`config.mk`:
```
export PLATFORM = sky130hd
export DESIGN_NAME = websocket_frame_decoder_unit
export DESIGN_NICKNAME = d
export VERILOG_FILES = /design/src/rtl/wfd_pkg.sv /design/src/rtl/wfd_parser.sv /design/src/rtl/websocket_frame_decoder_unit.sv
export SDC_FILE = /design/constraint.sdc
export NUM_CORES = 1
export LEC_CHECK = 0
export ABC_AREA = 1
export BUFFER_PORTS_ARGS = -buffer_cell sky130_fd_sc_hd__buf_2
export CAP_MARGIN = 20
export CORE_MARGIN = 2
export CORE_UTILIZATION = 50
export DETAILED_ROUTE_END_ITERATION = 10
export PLACE_DENSITY = 0.7
export SLEW_MARGIN = 40
export SYNTH_ARGS = -nofsm -noshare
export SYNTH_HDL_FRONTEND = slang
export SYNTH_SLANG_ARGS = --single-unit
```
`constraint.sdc`:
```
create_clock -name clk -period 10.8 [get_ports clk]
set_clock_uncertainty 0.15 [all_clocks]
set_input_delay 1.62 -clock clk [delete_from_list [all_inputs] [get_ports clk]]
set_output_delay 1.62 -clock clk [all_outputs]
set_load 0.1 [all_outputs]
```
`src/rtl/wfd_pkg.sv`:
```
// Package for the WebSocket frame decoder: result kinds, stream widths and
// the result record passed from the parser to the output register.
// No dependencies.
package wfd_pkg;

  localparam int ByteW = 8;
  localparam int LenW = 64;
  localparam int OpcodeW = 4;
  localparam int KeyW = 32;
  localparam int CountW = 4;
  localparam int OutDataW = 80;

  localparam logic [6:0] Len16Code = 7'd126;
  localparam logic [6:0] Len64Code = 7'd127;
  localparam logic [CountW-1:0] Ext16Bytes = 4'd2;
  localparam logic [CountW-1:0] Ext64Bytes = 4'd8;
  localparam logic [CountW-1:0] KeyBytes = 4'd4;

  localparam logic KIND_HEADER = 1'b0;
  localparam logic KIND_PAYLOAD = 1'b1;

  typedef struct packed {
    logic               kind;
    logic               frame_final;
    logic [OpcodeW-1:0] frame_opcode;
    logic               was_masked;
    logic [LenW-1:0]    frame_length;
    logic [ByteW-1:0]   payload_byte;
    logic               last_of_frame;
  } wfd_result_t;

endpackage

```
`src/rtl/wfd_parser.sv`:
```
// Frame parser of the WebSocket decoder: holds the header state and turns one
// stream byte per step into at most one result. Depends on wfd_pkg.
module wfd_parser
  import wfd_pkg::*;
(
  input  logic             clk,
  input  logic             rst,
  input  logic             step,
  input  logic [ByteW-1:0] data_byte,
  output logic             res_valid,
  output wfd_result_t      res
);

  typedef enum logic [2:0] {
    PH_FIRST   = 3'd0,
    PH_SECOND  = 3'd1,
    PH_EXTLEN  = 3'd2,
    PH_KEY     = 3'd3,
    PH_PAYLOAD = 3'd4
  } phase_t;

  phase_t             parse_phase, parse_phase_next;
  logic [CountW-1:0]  header_byte_count, header_byte_count_next;
  logic [LenW-1:0]    length_value, length_value_next;
  logic [LenW-1:0]    bytes_remaining, bytes_remaining_next;
  logic [KeyW-1:0]    key_word, key_word_next;
  logic [1:0]         key_position, key_position_next;
  logic               held_final, held_final_next;
  logic [OpcodeW-1:0] held_opcode, held_opcode_next;
  logic               held_masked, held_masked_next;

  logic [6:0]         len7;
  logic [CountW-1:0]  count_dec;
  logic [ByteW-1:0]   key_byte;
  logic               finish;
  logic               pay_last;
  logic [ByteW-1:0]   pay_value;

  assign len7 = data_byte[6:0];
  assign count_dec = header_byte_count - CountW'(1);
  assign pay_last = (bytes_remaining == LenW'(1));

  always_comb begin
    case (key_position)
      2'd0:    key_byte = key_word[31:24];
      2'd1:    key_byte = key_word[23:16];
      2'd2:    key_byte = key_word[15:8];
      default: key_byte = key_word[7:0];
    endcase
    pay_value = held_masked ? (data_byte ^ key_byte) : data_byte;
  end

  always_comb begin
    parse_phase_next = parse_phase;
    header_byte_count_next = header_byte_count;
    length_value_next = length_value;
    bytes_remaining_next = bytes_remaining;
    key_word_next = key_word;
    key_position_next = key_position;
    held_final_next = held_final;
    held_opcode_next = held_opcode;
    held_masked_next = held_masked;
    finish = 1'b0;
    res_valid = 1'b0;
    res.kind = KIND_HEADER;
    res.payload_byte = '0;
    res.last_of_frame = 1'b0;

    unique case (parse_phase)
      PH_SECOND: begin
        held_masked_next = data_byte[7];
        if (len7 == Len16Code) begin
          length_value_next = '0;
          header_byte_count_next = Ext16Bytes;
          parse_phase_next = PH_EXTLEN;
        end else if (len7 == Len64Code) begin
          length_value_next = '0;
          header_byte_count_next = Ext64Bytes;
          parse_phase_next = PH_EXTLEN;
        end else begin
          length_value_next = LenW'(len7);
          if (data_byte[7]) begin
            header_byte_count_next = KeyBytes;
            key_word_next = '0;
            parse_phase_next = PH_KEY;
          end else begin
            finish = 1'b1;
          end
        end
      end
      PH_EXTLEN: begin
        length_value_next = {length_value[LenW-ByteW-1:0], data_byte};
        header_byte_count_next = count_dec;
        if (count_dec == '0) begin
          if (held_masked) begin
            header_byte_count_next = KeyBytes;
            key_word_next = '0;
            parse_phase_next = PH_KEY;
          end else begin
            finish = 1'b1;
          end
        end
      end
      PH_KEY: begin
        key_word_next = {key_word[KeyW-ByteW-1:0], data_byte};
        header_byte_count_next = count_dec;
        if (count_dec == '0) begin
          finish = 1'b1;
        end
      end
      PH_PAYLOAD: begin
        key_position_next = key_position + 2'd1;
        bytes_remaining_next = bytes_remaining - LenW'(1);
        if (pay_last) begin
          parse_phase_next = PH_FIRST;
        end
        res_valid = 1'b1;
        res.kind = KIND_PAYLOAD;
        res.payload_byte = pay_value;
        res.last_of_frame = pay_last;
      end
      default: begin
        held_final_next = data_byte[7];
        held_opcode_next = data_byte[OpcodeW-1:0];
        held_masked_next = 1'b0;
        length_value_next = '0;
        bytes_remaining_next = '0;
        key_word_next = '0;
        key_position_next = '0;
        header_byte_count_next = '0;
        parse_phase_next = PH_SECOND;
      end
    endcase

    if (finish) begin
      bytes_remaining_next = length_value_next;
      key_position_next = '0;
      header_byte_count_next = '0;
      parse_phase_next = (length_value_next == '0) ? PH_FIRST : PH_PAYLOAD;
      res_valid = 1'b1;
      res.last_of_frame = (length_value_next == '0);
    end

    res.frame_final = held_final_next;
    res.frame_opcode = held_opcode_next;
    res.was_masked = held_masked_next;
    res.frame_length = length_value_next;
  end

  always_ff @(posedge clk) begin
    if (rst) begin
      parse_phase <= PH_FIRST;
      header_byte_count <= '0;
      length_value <= '0;
      bytes_remaining <= '0;
      key_word <= '0;
      key_position <= '0;
      held_final <= 1'b0;
      held_opcode <= '0;
      held_masked <= 1'b0;
    end else if (step) begin
      parse_phase <= parse_phase_next;
      header_byte_count <= header_byte_count_next;
      length_value <= length_value_next;
      bytes_remaining <= bytes_remaining_next;
      key_word <= key_word_next;
      key_position <= key_position_next;
      held_final <= held_final_next;
      held_opcode <= held_opcode_next;
      held_masked <= held_masked_next;
    end
  end

endmodule

```
`src/rtl/websocket_frame_decoder_unit.sv`:
```
// Top level of the WebSocket frame decoder: input register, parser and
// output register on stream ports. Depends on wfd_pkg and wfd_parser.
//
// The decoder takes one byte of a WebSocket stream per request and gives a
// header report once a frame header is complete, then one result per payload
// byte, unmasked with the frame's key when the mask bit is set. It accepts a
// byte in every cycle unless a byte waits in the input register while the output
// register holds a result that m_tready does not take; a byte passes from the
// input register through the parser, and any result that it yields is held in
// the output register. Reserved bits and control opcodes get no special handling.
module websocket_frame_decoder_unit
  import wfd_pkg::*;
(
  input  logic                clk,
  input  logic                rst,
  input  logic                s_tvalid,
  output logic                s_tready,
  input  logic [ByteW-1:0]    s_tdata,   // data_byte[7:0]
  output logic                m_tvalid,
  input  logic                m_tready,
  output logic [OutDataW-1:0] m_tdata,   // frame_final, frame_opcode[3:0],
                                         // was_masked, frame_length[63:0],
                                         // payload_byte[7:0], zero fill[1:0]
  output logic                m_tuser,   // kind
  output logic                m_tlast    // last_of_frame
);

  logic             in_valid;
  logic [ByteW-1:0] in_byte;
  logic             step;
  logic             res_valid;
  wfd_result_t      res;
  logic             out_valid;
  wfd_result_t      out_res;

  assign step = in_valid && (!out_valid || m_tready);
  assign s_tready = !in_valid || step;

  always_ff @(posedge clk) begin
    if (rst) begin
      in_valid <= 1'b0;
    end else if (s_tready) begin
      in_valid <= s_tvalid;
    end
  end

  always_ff @(posedge clk) begin
    if (s_tready && s_tvalid) begin
      in_byte <= s_tdata;
    end
  end

  wfd_parser u_parser (
    .clk       (clk),
    .rst       (rst),
    .step      (step),
    .data_byte (in_byte),
    .res_valid (res_valid),
    .res       (res)
  );

  always_ff @(posedge clk) begin
    if (rst) begin
      out_valid <= 1'b0;
    end else if (step) begin
      out_valid <= res_valid;
    end else if (m_tready) begin
      out_valid <= 1'b0;
    end
  end

  always_ff @(posedge clk) begin
    if (step && res_valid) begin
      out_res <= res;
    end
  end

  assign m_tvalid = out_valid;
  assign m_tuser = out_res.kind;
  assign m_tlast = out_res.last_of_frame;
  assign m_tdata = {2'b00, out_res.payload_byte, out_res.frame_length,
                    out_res.was_masked, out_res.frame_opcode, out_res.frame_final};

`ifndef NO_ASSERTIONS
  a_header_last: assert property (@(posedge clk) disable iff (rst)
    (m_tvalid && m_tuser == KIND_HEADER) |-> (m_tlast == (out_res.frame_length == '0)))
    else $error("header report last flag disagrees with frame length");

  a_no_overrun: assert property (@(posedge clk) disable iff (rst)
    s_tready |-> (!in_valid || !m_tvalid || m_tready))
    else $error("input taken while a pending byte cannot advance");

  a_held_byte: assert property (@(posedge clk) disable iff (rst)
    (in_valid && !step) |=> (in_valid && $stable(in_byte)))
    else $error("stalled input byte was lost or changed");
`endif

endmodule
```
# Word-level counts from Yosys, hierarchy flattened
# Cells that the tools add are included.
# op_classes
add_sub_neg,3
n_eq_ne,21
mux,47
bitwise_logic,2
n_reduce_logical,19
# ops
op,n
$pmux 64 s3,1
$mux 32,5
$mux 64,2
$pmux 32 s4,1
$pmux 64 s2,1
$eq 64x1->1 const B,1
$logic_not 64->1,1
$sub 64x1->64 const B,1
$mux 4,7
$mux 3,8
$pmux 8 s3,1
$pmux 4 s4,1
$eq 7x7->1 const B,2
$mux 1,13
$pmux 3 s4,1
$ne 2x1->1 const B,5
$ne 3x1->1 const B,3
$mux 8,1
$xor 8x8->8,1
$mux 7,1
$reduce_and 7->1,1
$eq 3x2->1 const B,2
$ne 2x2->1 const B,3
$reduce_and 6->1,1
23 further kinds,28
# word_totals
reg_bits,265
in_bits,12
output_inout_bits,84
elab_cells,111

# Logic depth before layout (Yosys ltp)
# logic_depth
ltp_word,7
mapped_depth,15
depth_no_buf,14

# By module
# From an unflattened synthesis, not the netlist that was laid out.
# hier_totals
hier_cells,1860
area_unflattened_um2,13594.3
# modules_own_cells
module,instances,cells_each,area_each_um2,seq_area_each_um2
wfd_parser,1,1751,10827.9,3503.4
websocket_frame_decoder_unit,1,109,2766.4,2682.6

# Worst setup path before layout
# OpenSTA, ideal clock, no wires.
# synth_path
path_type,input port to flip-flop
from,input m_tready
to,"register out_res, in the netlist m_tdata[0] (enable)"
setup_time_ns,0.796
arrival_time_ns,3.883
t_required_ns,9.854
path_slack_ns,5.971
cell_stages,8
n_path_buf,2
path_cell_list,inv_1 -> nand2_1 -> nand2_1 -> clkbuf_1 -> clkbuf_1 -> nor2_1 -> inv_1 -> nand2_1
# synth_via
elab_chain_cells,3
# synth_rtl
element,line_no,source
from (decl),websocket_frame_decoder_unit.sv:20,"input logic m_tready,"
$logic_or 1x1->1,websocket_frame_decoder_unit.sv:36,assign step = in_valid && (!out_valid || m_tready);
$logic_and 1x1->1,websocket_frame_decoder_unit.sv:36,
$logic_and 1x1->1,websocket_frame_decoder_unit.sv:73,if (step && res_valid) begin
to (signal assigned),websocket_frame_decoder_unit.sv:74,out_res <= res;
to (decl),websocket_frame_decoder_unit.sv:34,wfd_result_t out_res;
# Every way passes these cells.
# A chain may end at the register's enable or synchronous reset.

# Worst setup path after layout
# layout_path
from,input m_tready
to,output s_tready
# layout_via
elab_chain_cells,3
# layout_rtl
element,line_no,source
$logic_or 1x1->1,websocket_frame_decoder_unit.sv:36,
$logic_and 1x1->1,websocket_frame_decoder_unit.sv:36,
$logic_or 1x1->1,websocket_frame_decoder_unit.sv:37,assign s_tready = !in_valid || step;
to (decl),websocket_frame_decoder_unit.sv:17,"output logic s_tready,"
# Every way passes these cells.

==> results.cfg <==
[min_path]
hold_path_class = flip-flop to flip-flop
hp-start = u_parser.header_byte_count[1]

[power]
p_per_area_nw_per_um2 = 166
total_power_mw = 2.48
ir_drop_v = 0.000119
leakage_nw = 6.71

[floorplanning]
row_count = 59
ios = 96
core_area_um2 = 26200
die-width_um = 168
initial_core_util_pct = 51.3
die_area_um2 = 28200
die_h_um = 168

[global_routing]
grt_max_degree = 118
grt_usage_pct = 27.2
grt_pass1_wl_um = 61400
top_usage_layer = met2
antenna_found_initial = 0
first_global_vias = 11400
grt_use_met3_pct = 3.39
use_met2_pct = 44.5
grt-ovfl-total = 0
grtUsageMet1_pct = 34.7

[setup_path]
cp-end-kind = output port
start_kind = primary input
worstPathRequired_ns = 9.03
critPathLaunch = m_tready
worstReg2RegStart = in_byte[5]
critical_path_class = primary input to output port
arrival_ns = 2.31
cp_max_fo = 3

[synth]
synthFlopType = dfxtp_1
yosys_register_bits = 265
seq_area_frac_synth_pct = 46.1
async_flop_share_pct = 0
synth_cell_types = 46
synth.avg_cell_area_um2 = 7.21
synth_warnings = 0
synth-edff-count = 88
synth_area_um2 = 13400
syn_inst = 1863

[cells_and_area]
instances_no_fill = 2262
antennaDiodeCount = 0
nFillCells = 2465
fin_util_pct = 56.9
fin_area_um2 = 14900
syn2layout_area_growth_pct = 11.1
fin_nets = 1925
drive_above_1_share_pct = 9.55

[routing]
drcViolationCount = 0
firstDrtPassIters = 6
routed_wl_um = 39000
vias_per_cell = 5.53
drt_iter0_drc = 1324
ant_nets = 0
vias = 12500
wire_per_inst_um = 17.2

[timing]
fmax_mhz = 245
timing.hold.ws_ns = 0.316
hold_viol = 0
relSlewSlack_pct = 42.8
setup_viol = 0
worst_pin_slew_ns = 0.859
finalCriticalPeriod_ns = 4.08
drv_slew = 0
tns_ns = 0
fin_ws_ns = 6.72
rsz0062_at_grt = no
min_period_over_period_pct = 37.8

[placed_design]
place_hpwl_um = 26400
placedCellCount = 2210
gp_congestion = 0.923
post_dp_cell_area_um2 = 14000
port_buffers = 93
dp_worst_setup_slack_ns = 6.56

[clock_tree]
cts_root_buf = clkbuf_16
post_cts_resized = 0
clkTransAtPathRegs_ns = 0.06
numCtsBuffers = 28
htree_levels = 1
cts_buffer_depth = 3
post_cts_buffers = 0
ctsHoldBuffers = 0
clock_sinks = 265
clock_latency_ns = 0.55
cts_tree = built

[run]
drv_cap = 0

[run_status]
status = complete, no violations
## synthesized netlist by cell type (6+ instances only)
cell | count | area (µm²)
a21oi_1 | 230 | 1150
a22oi_1 | 11 | 82.6
a31oi_1 | 9 | 56.3
a32oi_1 | 11 | 96.3
buf_1 | 9 | 33.8
buf_2 | 23 | 115
buf_4 | 6 | 45.0
clkbuf_1 | 48 | 180
dfxtp_1 | 177 | 3540
edfxtp_1 | 88 | 2640
ha_1 | 8 | 100
inv_1 | 258 | 968
nand2_1 | 347 | 1300
nand3_1 | 90 | 450
nand4_1 | 19 | 119
nor2_1 | 267 | 1000
nor3_1 | 13 | 65.1
o211ai_1 | 14 | 105
o21ai_0 | 152 | 761
o21bai_1 | 6 | 45.0
o22ai_1 | 13 | 81.3
or2_2 | 8 | 50.1
xor2_1 | 11 | 96.3
## critical path, stage by stage
cell and delay, ns:
buf_2 0.07, inv_1 0.04, nand3_1 0.12, buf_2 0.45
## routing by layer
metal  wire (µm)  share of wire (%)
met4        2430                6.2
met1       16100                 41
met2       17900                 46
met3        2570                6.6
met5           0                  0
## power breakdown
part           switching [mW]  internal, mW
Sequential             0.0303          1.07
Clock                   0.409         0.567
Combinational           0.306         0.104
## sequential cells by signal, indices dropped and copies added (netlist names), 2 cells and up
signal / cells
in_byte: 8
m_tdata: 78
u_parser.bytes_remaining: 64
u_parser.header_byte_count: 4
u_parser.held_opcode: 4
u_parser.key_position: 2
u_parser.key_word: 32
u_parser.length_value: 64
u_parser.parse_phase: 3
## kinds of logic after synthesis
logic type                 Yosys count  synth area share (%)
and+or+nand+nor                    767                  23.7
xor gates and xnor gates            11                 0.717
buffers and inverters              357                  10.6
DFF                                265                  46.1
adders and majority gates            8                 0.745
other                                1                0.0279
AOI/OAI and AO/OA                  454                  18.2
## layout by cell type, fill, tap and decap left out, types with 2 or more instances in the layout
master     netlist  routed
nand2_1        347     345
nor2_1         267     267
inv_1          258     256
a21oi_1        230     230
dfxtp_1        177     177
o21ai_0        152     152
buf_2           23      92
nand3_1         90      89
edfxtp_1        88      88
clkbuf_16        0      30
nand4_1         19      19
o211ai_1        14      14
o22ai_1         13      13
nor3_1          13      13
xor2_1          11      11
a22oi_1         11      11
a32oi_1         11      11
clkinv_2         0      10
a31oi_1          9       9
or2_2            8       8
ha_1             8       8
buf_4            6       8
inv_2            5       7
o21bai_1         6       6
clkbuf_1        48       6
inv_4            3       5
nor2_2           5       5
nand2_4          3       4
nor3b_1          3       3
nand3b_1         3       3
nand3_2          1       2
and3_1           2       2
o21ai_1          2       2
a21oi_2          2       2
conb_1           1       2
clkbuf_8         0       2
bufinv_16        0       2
## worst paths after layout
kind	end	slack (ns)	cells past startpoint
worst max-delay path	s_tready	6.72	4
worst min-delay path	u_parser.header_byte_count[1]	0.32	2
worst max register to register	u_parser.bytes_remaining[29]	6.88	10
worst min register to register	u_parser.header_byte_count[1]	0.32	2
## cell type report
cell class / instances / area (µm²) / area share, %
Timing Repair Buffer: 101 / 532 / 3.56
Clock buffer: 38 / 801 / 5.37
Clock inverter: 14 / 124 / 0.830
Multi-Input combinational cell: 1242 / 5850 / 39.2
Inverter: 267 / 1010 / 6.78
Tap cell: 335 / 419 / 2.81
Sequential cell: 265 / 6190 / 41.5
(Power assumes the default switching activity.)
